**config.mk**
```make
export PLATFORM = sky130hd
export DESIGN_NAME = keyed_counter_bank_unit
export DESIGN_NICKNAME = d
export VERILOG_FILES = /design/src/rtl/kcb_pkg.sv /design/src/rtl/keyed_counter_bank_unit.sv /design/src/rtl/kcb_ctrl.sv /design/src/rtl/kcb_dp.sv
export SDC_FILE = /design/constraint.sdc
export NUM_CORES = 2
export LEC_CHECK = 0
export ABC_CLOCK_PERIOD_IN_PS = 18700
export BUFFER_PORTS_ARGS = -buffer_cell sky130_fd_sc_hd__buf_2
export CELL_PAD_IN_SITES_DETAIL_PLACEMENT = 1
export CELL_PAD_IN_SITES_GLOBAL_PLACEMENT = 1
export CORE_MARGIN = 2
export CORE_UTILIZATION = 45
export DETAILED_ROUTE_END_ITERATION = 12
export GPL_TIMING_DRIVEN = 0
export HOLD_SLACK_MARGIN = 0.12
export PLACE_DENSITY = 0.7
export SYNTH_ARGS = -nofsm -noshare
export SYNTH_HDL_FRONTEND = slang
export SYNTH_SLANG_ARGS = --single-unit
```
**constraint.sdc**
```tcl
create_clock -name clk -period 18.7 [get_ports clk]
set_clock_uncertainty 0.1 [all_clocks]
set_input_delay 0.935 -clock clk [delete_from_list [all_inputs] [get_ports clk]]
set_output_delay 0.935 -clock clk [all_outputs]
set_load 0.01 [all_outputs]
```
**src/rtl/kcb_pkg.sv**
```systemverilog
// ----------------------------------------------------------------------------
// kcb_pkg: shared types and codes of the keyed counter bank
// Operation and status codes, payload structs, table entry layout and the
// command/status bundles between controller and datapath.
// ----------------------------------------------------------------------------
package kcb_pkg;

	localparam int SLOTS_DEF = 16;

	localparam logic [3:0] OP_TICK        = 4'd0;
	localparam logic [3:0] OP_ADD         = 4'd1;
	localparam logic [3:0] OP_DELETE      = 4'd2;
	localparam logic [3:0] OP_PAUSE       = 4'd3;
	localparam logic [3:0] OP_RESUME      = 4'd4;
	localparam logic [3:0] OP_RESTART     = 4'd5;
	localparam logic [3:0] OP_QUERY       = 4'd6;
	localparam logic [3:0] OP_PAUSE_ALL   = 4'd7;
	localparam logic [3:0] OP_RESUME_ALL  = 4'd8;
	localparam logic [3:0] OP_RESTART_ALL = 4'd9;

	localparam logic [1:0] ST_OK      = 2'd0;
	localparam logic [1:0] ST_MISSING = 2'd1;
	localparam logic [1:0] ST_FULL    = 2'd2;

	typedef struct packed {
		logic [3:0]  operation;
		logic [31:0] counter_key;
		logic [31:0] limit_value;
		logic        repeat_mode;
		logic        start_enabled;
	} kcb_in_t;

	typedef struct packed {
		logic [1:0]  status;
		logic        counter_enabled;
		logic        counter_finished;
		logic [31:0] counter_count;
	} kcb_out_t;

	typedef struct packed {
		logic [31:0] key;
		logic [31:0] count;
		logic [31:0] limit;
		logic        rep;
		logic        en;
		logic        done;
	} kcb_entry_t;

	// controller to datapath
	typedef struct packed {
		logic boot;      // load run flag from its start value
		logic start;     // input transaction accepted
		logic rd_en;     // table read issued
		logic chk;       // read data of the previous issue is valid
		logic resolve;   // keyed sweep ended without a match
		logic out_load;  // move result into the output register
	} kcb_cmd_t;

	// datapath to controller
	typedef struct packed {
		logic run;
		logic hit;
	} kcb_sts_t;

	function automatic logic is_keyed(input logic [3:0] op);
		return (op >= OP_ADD) && (op <= OP_QUERY);
	endfunction

endpackage

```
**src/rtl/keyed_counter_bank_unit.sv**
```systemverilog
// ----------------------------------------------------------------------------
// keyed_counter_bank_unit: bank of keyed counters with a shared table
// Top level joining the sequencer and the datapath; configuration port
// holding the start value of the run flag.
// ----------------------------------------------------------------------------
// Pause all, resume all, unknown codes and a tick while stopped go straight
// to the result; a running tick and restart all sweep every slot; a keyed
// operation stops at its first matching slot and on a miss sweeps every slot,
// then resolves. The table is a single memory swept one slot per cycle.
// The next transaction is taken the cycle after the result register loads.
// Reset frees all slots and sets the run flag; in_ready stays low until the boot load of the run flag is done.
module keyed_counter_bank_unit #(
	parameter int SLOTS = kcb_pkg::SLOTS_DEF
) (
	input  logic              clk,
	input  logic              arst_n,
	input  logic              cfg_valid,
	output logic              cfg_ready,
	input  logic              cfg_data,
	input  logic              in_valid,
	output logic              in_ready,
	input  kcb_pkg::kcb_in_t  in_data,
	output logic              out_valid,
	input  logic              out_ready,
	output kcb_pkg::kcb_out_t out_data
);

	localparam int IDX_W = (SLOTS > 1) ? $clog2(SLOTS) : 1;

	kcb_pkg::kcb_cmd_t cmd;
	kcb_pkg::kcb_sts_t sts;
	logic [IDX_W-1:0]  rd_idx, chk_idx;

	assign cfg_ready = 1'b1;

	kcb_ctrl #(.SLOTS(SLOTS)) u_ctrl (
		.clk       (clk),
		.arst_n    (arst_n),
		.in_valid  (in_valid),
		.in_ready  (in_ready),
		.op        (in_data.operation),
		.out_valid (out_valid),
		.out_ready (out_ready),
		.sts       (sts),
		.cmd       (cmd),
		.rd_idx    (rd_idx),
		.chk_idx   (chk_idx)
	);

	kcb_dp #(.SLOTS(SLOTS)) u_dp (
		.clk       (clk),
		.arst_n    (arst_n),
		.cfg_we    (cfg_valid && cfg_ready),
		.cfg_wdata (cfg_data),
		.in_data   (in_data),
		.cmd       (cmd),
		.rd_idx    (rd_idx),
		.chk_idx   (chk_idx),
		.sts       (sts),
		.out_data  (out_data)
	);

endmodule

```
**src/rtl/kcb_ctrl.sv**
```systemverilog
// ----------------------------------------------------------------------------
// kcb_ctrl: sequencer of the keyed counter bank
// Accepts operations, walks the table one slot per cycle and hands the
// finished result to the output register.
// ----------------------------------------------------------------------------
module kcb_ctrl #(
	parameter int SLOTS = kcb_pkg::SLOTS_DEF,
	localparam int IDX_W = (SLOTS > 1) ? $clog2(SLOTS) : 1
) (
	input  logic             clk,
	input  logic             arst_n,
	input  logic             in_valid,
	output logic             in_ready,
	input  logic [3:0]       op,
	output logic             out_valid,
	input  logic             out_ready,
	input  kcb_pkg::kcb_sts_t sts,
	output kcb_pkg::kcb_cmd_t cmd,
	output logic [IDX_W-1:0] rd_idx,
	output logic [IDX_W-1:0] chk_idx
);

	localparam int CNT_W = $clog2(SLOTS + 1);

	localparam logic [2:0] S_IDLE      = 3'd0;
	localparam logic [2:0] S_SWEEP_ALL = 3'd1;
	localparam logic [2:0] S_SWEEP_KEY = 3'd2;
	localparam logic [2:0] S_RESOLVE   = 3'd3;
	localparam logic [2:0] S_FINISH    = 3'd4;

	logic [2:0]       state_q, state_d;
	logic [CNT_W-1:0] issue_cnt_q;
	logic             chk_s1;
	logic [IDX_W-1:0] chk_idx_s1;
	logic             out_valid_q;
	logic             boot_q;
	logic             accept, sweep, rd_en, last_chk, out_load;

	assign in_ready = (state_q == S_IDLE) && !boot_q;
	assign accept   = in_valid && in_ready;
	assign sweep    = (state_q == S_SWEEP_ALL) || (state_q == S_SWEEP_KEY);
	assign rd_en    = sweep && (issue_cnt_q != CNT_W'(SLOTS));
	assign rd_idx   = issue_cnt_q[IDX_W-1:0];
	assign last_chk = chk_s1 && (chk_idx_s1 == IDX_W'(SLOTS - 1));
	assign out_load = (state_q == S_FINISH) && (!out_valid_q || out_ready);
	assign out_valid = out_valid_q;
	assign chk_idx   = chk_idx_s1;

	assign cmd.boot     = boot_q;
	assign cmd.start    = accept;
	assign cmd.rd_en    = rd_en;
	assign cmd.chk      = chk_s1;
	assign cmd.resolve  = (state_q == S_RESOLVE);
	assign cmd.out_load = out_load;

	always_comb begin
		state_d = state_q;
		unique case (state_q)
			S_IDLE: begin
				if (accept) begin
					if (kcb_pkg::is_keyed(op)) begin
						state_d = S_SWEEP_KEY;
					end else if ((op == kcb_pkg::OP_RESTART_ALL) ||
							((op == kcb_pkg::OP_TICK) && sts.run)) begin
						state_d = S_SWEEP_ALL;
					end else begin
						state_d = S_FINISH;
					end
				end
			end
			S_SWEEP_ALL: begin
				if (last_chk) state_d = S_FINISH;
			end
			S_SWEEP_KEY: begin
				// stop on the first match, the read in flight is dropped
				if (chk_s1 && sts.hit) state_d = S_FINISH;
				else if (last_chk) state_d = S_RESOLVE;
			end
			S_RESOLVE: state_d = S_FINISH;
			S_FINISH: begin
				if (out_load) state_d = S_IDLE;
			end
			default: state_d = S_IDLE;
		endcase
	end

	always_ff @(posedge clk or negedge arst_n) begin
		if (!arst_n) begin
			state_q     <= S_IDLE;
			issue_cnt_q <= '0;
			chk_s1      <= 1'b0;
			out_valid_q <= 1'b0;
			boot_q      <= 1'b1;
		end else begin
			state_q <= state_d;
			boot_q  <= 1'b0;
			if (accept) issue_cnt_q <= '0;
			else if (rd_en) issue_cnt_q <= issue_cnt_q + CNT_W'(1);
			chk_s1 <= rd_en && ((state_d == S_SWEEP_ALL) || (state_d == S_SWEEP_KEY));
			if (out_load) out_valid_q <= 1'b1;
			else if (out_ready) out_valid_q <= 1'b0;
		end
	end

	always_ff @(posedge clk) begin
		chk_idx_s1 <= rd_idx;
	end

`ifndef SYNTHESIS
	a_chk_follows_read: assert property (@(posedge clk) disable iff (!arst_n)
		chk_s1 |-> $past(rd_en))
		else $error("check stage valid without a preceding read");

	a_accept_leaves_idle: assert property (@(posedge clk) disable iff (!arst_n)
		accept |=> (state_q != S_IDLE))
		else $error("accepted transaction did not start work");

	a_hit_in_key_sweep: assert property (@(posedge clk) disable iff (!arst_n)
		sts.hit |-> (state_q == S_SWEEP_KEY))
		else $error("key match reported outside a keyed sweep");

	a_load_when_free: assert property (@(posedge clk) disable iff (!arst_n)
		(out_valid_q && !out_ready) |=> !$past(out_load))
		else $error("output register overwritten while held");
`endif

endmodule

```
**src/rtl/kcb_dp.sv**
```systemverilog
// ----------------------------------------------------------------------------
// kcb_dp: datapath of the keyed counter bank
// Counter table memory, used bits, run flag, read-modify-write logic for
// the sweep, result and output registers.
// ----------------------------------------------------------------------------
module kcb_dp #(
	parameter int SLOTS = kcb_pkg::SLOTS_DEF,
	localparam int IDX_W = (SLOTS > 1) ? $clog2(SLOTS) : 1
) (
	input  logic              clk,
	input  logic              arst_n,
	input  logic              cfg_we,
	input  logic              cfg_wdata,
	input  kcb_pkg::kcb_in_t  in_data,
	input  kcb_pkg::kcb_cmd_t cmd,
	input  logic [IDX_W-1:0]  rd_idx,
	input  logic [IDX_W-1:0]  chk_idx,
	output kcb_pkg::kcb_sts_t sts,
	output kcb_pkg::kcb_out_t out_data
);

	kcb_pkg::kcb_entry_t mem_q [SLOTS];
	kcb_pkg::kcb_entry_t rd_q;
	kcb_pkg::kcb_in_t    cur_q;
	kcb_pkg::kcb_out_t   res_q, out_q;
	logic [SLOTS-1:0]    used_q;
	logic                run_at_start_q, run_flag_q;
	logic                free_found_q;
	logic [IDX_W-1:0]    free_idx_q;

	kcb_pkg::kcb_entry_t e, new_e, tick_e, wr_data;
	logic                wr_en;
	logic [IDX_W-1:0]    wr_idx;
	logic                chk_used, key_hit, add_free;
	logic [31:0]         cnt_inc;

	assign e        = rd_q;
	assign chk_used = used_q[chk_idx];
	assign key_hit  = cmd.chk && kcb_pkg::is_keyed(cur_q.operation) && chk_used &&
		(e.key == cur_q.counter_key);
	assign add_free = cmd.resolve && (cur_q.operation == kcb_pkg::OP_ADD) && free_found_q;

	assign sts.run  = run_flag_q;
	assign sts.hit  = key_hit;
	assign out_data = out_q;

	always_comb begin
		new_e.key   = cur_q.counter_key;
		new_e.count = 32'd0;
		new_e.limit = cur_q.limit_value;
		new_e.rep   = cur_q.repeat_mode;
		new_e.en    = cur_q.start_enabled;
		new_e.done  = 1'b0;
	end

	// a repeating counter drops its finished flag before it steps
	always_comb begin
		tick_e  = e;
		cnt_inc = e.count + 32'd1;
		tick_e.done = e.done && !e.rep;
		if (!tick_e.done) begin
			if (cnt_inc > e.limit) begin
				tick_e.done  = 1'b1;
				tick_e.count = 32'd0;
			end else begin
				tick_e.count = cnt_inc;
			end
		end
	end

	always_comb begin
		wr_en   = 1'b0;
		wr_idx  = chk_idx;
		wr_data = e;
		if (cmd.chk) begin
			unique case (cur_q.operation)
				kcb_pkg::OP_TICK: begin
					wr_en   = chk_used && e.en;
					wr_data = tick_e;
				end
				kcb_pkg::OP_RESTART_ALL: begin
					wr_en         = chk_used;
					wr_data.count = 32'd0;
					wr_data.done  = 1'b0;
				end
				kcb_pkg::OP_ADD: begin
					wr_en   = key_hit;
					wr_data = new_e;
				end
				kcb_pkg::OP_PAUSE: begin
					wr_en      = key_hit;
					wr_data.en = 1'b0;
				end
				kcb_pkg::OP_RESUME: begin
					wr_en      = key_hit;
					wr_data.en = 1'b1;
				end
				kcb_pkg::OP_RESTART: begin
					wr_en         = key_hit;
					wr_data.count = 32'd0;
					wr_data.done  = 1'b0;
				end
				default: wr_en = 1'b0;
			endcase
		end else if (add_free) begin
			wr_en   = 1'b1;
			wr_idx  = free_idx_q;
			wr_data = new_e;
		end
	end

	always_ff @(posedge clk) begin
		if (wr_en) mem_q[wr_idx] <= wr_data;
		if (cmd.rd_en) rd_q <= mem_q[rd_idx];
	end

	always_ff @(posedge clk or negedge arst_n) begin
		if (!arst_n) begin
			used_q         <= '0;
			run_at_start_q <= 1'b1;
			run_flag_q     <= 1'b1;
			free_found_q   <= 1'b0;
		end else begin
			if (cfg_we) run_at_start_q <= cfg_wdata;
			if (cmd.boot) begin
				run_flag_q <= run_at_start_q;
			end else if (cmd.start && (in_data.operation == kcb_pkg::OP_PAUSE_ALL)) begin
				run_flag_q <= 1'b0;
			end else if (cmd.start && (in_data.operation == kcb_pkg::OP_RESUME_ALL)) begin
				run_flag_q <= 1'b1;
			end
			if (key_hit && (cur_q.operation == kcb_pkg::OP_DELETE)) begin
				used_q[chk_idx] <= 1'b0;
			end else if (add_free) begin
				used_q[free_idx_q] <= 1'b1;
			end
			if (cmd.start) free_found_q <= 1'b0;
			else if (cmd.chk && !chk_used) free_found_q <= 1'b1;
		end
	end

	always_ff @(posedge clk) begin
		if (cmd.start) cur_q <= in_data;
		// remember the lowest free slot seen so far
		if (cmd.chk && !chk_used && !free_found_q) free_idx_q <= chk_idx;
		if (cmd.start) begin
			res_q.status           <= kcb_pkg::ST_OK;
			res_q.counter_enabled  <= 1'b0;
			res_q.counter_finished <= 1'b0;
			res_q.counter_count    <= 32'd0;
		end else if (key_hit && (cur_q.operation == kcb_pkg::OP_QUERY)) begin
			res_q.counter_enabled  <= e.en;
			res_q.counter_finished <= e.done;
			res_q.counter_count    <= e.count;
		end else if (cmd.resolve) begin
			if (cur_q.operation != kcb_pkg::OP_ADD) res_q.status <= kcb_pkg::ST_MISSING;
			else if (!free_found_q) res_q.status <= kcb_pkg::ST_FULL;
		end
		if (cmd.out_load) out_q <= res_q;
	end

endmodule

```
==> impl_metrics.yaml <==
setup_path:
  crit_family: "simple AND/OR/NAND/NOR gates"
  cp-end-kind: "register"
  critical_path_buf_inv_count: 3
  slowest_delay_ps: 680
  critPathArrivalTime_ps: 7170
  worst-endpoint-required_ps: 19130
  crit_fanout: 16
  critical_path_class: "reg2reg"
  crit_chain: "clkbuf_1, and4_1, nand3_1, nor3_1, nand2_1, nor2_1, xor2_1, ha_1, nand4_1, nor4_1, nand3_1, and3_1, a22o_1, clkbuf_1, nor3_2, buf_2, a221o_1"
  cp_slowest_cell: "nor3_2"
  start_kind: "register"
synthesis:
  yosysWarningCount: 0
  ys.flop_type: "edfxtp_1"
  yosysTopAreaCell: "edfxtp_1"
  synth_cells: 3169
  syn_area_um2: 71880
  synth_top_area_share_pct: 74.91
  ys_seq_area_share_pct: 77.07
  synth-compound-area-share_pct: 1.232
  synth_simple_gate_area_share_pct: 1.936
  synth_edf_count: 1793
  synthAdderAreaFrac_pct: 0.6232
  yosysMostFrequentCell: "edfxtp_1"
  netlist_top_cells_count: "edfxtp_1, mux4_2, clkbuf_1"
  synthMuxAreaShare_pct: 17.22
  synth_area_leaders: "edfxtp_1, mux4_2, dfxtp_1, mux2_2, dfrtp_1"
  yosys_register_bits: 1863
  synth_area_per_cell_um2: 22.68
  synthesis.nets: 3280
  async_flop_share_pct: 1.610
  synth_top_family_by_area: "multiplexers"
  synth_cell_types: 67
  synth_xor_area_share_pct: 0.8042
drt:
  wl_per_cell_um: 33.50
  wl_mm: 194.1
  ant_nets: 0
  num_vias: 35140
  drcViolationCount: 0
  first_iter_violations: 4048
  viasPerCell: 6.064
  drtPass1Iterations: 7
timing:
  setup_violations: 0
  hold_viol_final: 0
  timing.fmax_mhz: 148.6
  finalCriticalPeriod_ps: 6731
  maxSlewViolCount: 11
  fin_crit_sh_pct: 35.99
  tns_ps: 0
  rsz0062_at_grt: "false"
  setup_slack_ps: 11970
  relSlewSlack_pct: -1.119
  hold_ws_ps: 181.7
  worst_pin_slew_ps: 1517
finish:
  area_delta_synth_final_pct: 15.80
  fillCellCount: 13690
  fin_nets: 3685
  drive_gt1_share_pct: 29.36
  diodes: 0
  fin_area_um2: 83240
clock_tree:
  cts.sinks: 1863
  clk_pin_slew_ps: 60
  clk_path_buf_depth: 3
  cts.repair.resized: 0
  clockRootBuffer: "clkbuf_16"
  h-tree-depth: 4
  numCtsBuffers: 187
  cts_tree: "yes"
  postCtsSetupRepairBufs: 0
  clock_latency_ps: 830
floorplan:
  rows: 146
  io_pins: 115
  die_w_um: 403.7
  die_h_um: 403.7
  initial_utilization_pct: 45.33
  die_area_um2: 162900
  core_area_um2: 158600
grt:
  grt_usage_pct: 24.04
  grt_pass1_vias: 36900
  grt_max_degree: 33
  antenna_found_initial: 5
  grt_pass1_wl_mm: 275.9
  grt_overflow: 0
power_and_ir_drop:
  pwr_density_cell_nw_per_um2: 145.8
  cellLeakagePower_uw: 0.02604
  peakVddDrop_uv: 113.8
flow_run:
  maxCapViolCount: 1
outcome:
  violations: "max-capacitance violations, max-slew violations"
  run_status: "complete, but fails checks"
placed_design:
  dpl_worst_slack_ps: 11870
  port-buffer-count: 113
  placed_area_um2: 77260
  dp_hpwl_mm: 122.9
  routabilityCongestion: 0.7878
worst_hold_path:
  hold_class: "in2reg"
-- registers in the layout, indices dropped and copies added (netlist names), 3 cells and up --
signal and cells:
u_dp.mem_q 1584, u_dp.e 99, u_dp.cur_q 70, u_dp.out_data 36, u_dp.res_q 36, u_dp.used_q 16, u_ctrl.issue_cnt_q 5, u_ctrl.chk_idx 4
u_dp.free_idx_q 4, u_ctrl.state_q 3
-- power breakdown --
group	internal, µW	switching, µW	total, µW
registers	5320	168	5490
clock network	2100	1590	3690
logic	1160	1790	2950
-- cell type report --
class / instances / area (µm²) / area share [%]
Inverter: 45 / 168.9 / 0.2029
Tap cell: 2072 / 2592 / 3.115
Timing Repair Buffer: 216 / 2640 / 3.172
Buffer: 156 / 631.9 / 0.7591
Multi-Input combinational cell: 1105 / 15840 / 19.03
Sequential cell: 1863 / 55400 / 66.55
Clock inverter: 107 / 983.4 / 1.182
Clock buffer: 231 / 4981 / 5.984
-- logic make-up after synthesis --
group                    Yosys count
AO/OA/AOI/OAI                    129
multiplexers                     604
other                              2
flip-flops                      1863
AND/OR/NAND/NOR                  268
adder cells (fa/ha/maj)           36
XOR/XNOR                          66
buffers and inverters            201
-- routing by layer --
layer / part of all wire (%) / track usage [%]
met5: 0 / 0
met4: 3.1 / 7.829
met2: 50 / 40.15
met1: 39 / 32.33
met3: 7.2 / 4.126
-- cell usage in the layout (no fill, tap or decap), drive strengths merged, types with 4 or more instances in the layout --
cell,synthesis,routed
nor2,85,85
dfxtp,40,40
nor3,14,14
a22o,21,21
buf,33,248
xor2,39,39
mux2i,36,36
nand3,26,26
or2,4,4
mux2,69,69
edfxtp,1793,1793
nor2b,10,10
clkbuf,123,354
nand2b,9,9
clkinv,1,78
mux4,499,499
xnor2,27,27
dfrtp,27,27
a21o,5,5
nand2,37,37
nand4,32,32
inv,44,56
a21oi,24,24
a221o,8,8
nor4,17,17
and3,9,9
and2,4,4
nor3b,5,5
or3,4,4
bufinv,0,15
ha,35,35
o21ai,44,44
-- path summary, 6_finish.rpt --
| path | start | endpoint | slack, ps | depth (start not counted) |
|---|---|---|---|---|
| setup / recovery | u_dp.e[37] | u_dp.mem_q[9][63] | 11970 | 17 |
| hold / removal | in_data[60] | u_dp.cur_q[60] | 180 | 1 |
| setup reg to reg | u_dp.e[37] | u_dp.mem_q[9][63] | 11970 | 17 |
| hold reg to reg | u_ctrl.issue_cnt_q[2] | u_ctrl.chk_idx[2] | 310 | 0 |
| max in group asynchronous | arst_n | u_dp.used_q[13] | 17400 | 2 |
| min in group asynchronous | arst_n | u_ctrl.issue_cnt_q[2] | 610 | 2 |
-- through the flow --
| stage | cells | power, µW | util [%] |
|---|---|---|---|
| 2_1_floorplan | 3169 | 7420 | - |
| 3_3_place_gp | 5354 | 8443 | 47.32 |
| 3_5_place_dp | 5456 | 8529 | 48.72 |
| 4_1_cts | 5795 | 12210 | 52.49 |
| 5_1_grt | 5795 | 12540 | 52.49 |
| 6_report | 5795 | 12140 | 52.49 |
-- what timing repair did --
item / 4_1_cts / 5_1_grt
setup endpoints to repair: 0 / 0
hold buffers: 1 / 0
endpoints found under the hold margin: 27 / 0
(Power assumes the default switching activity.)
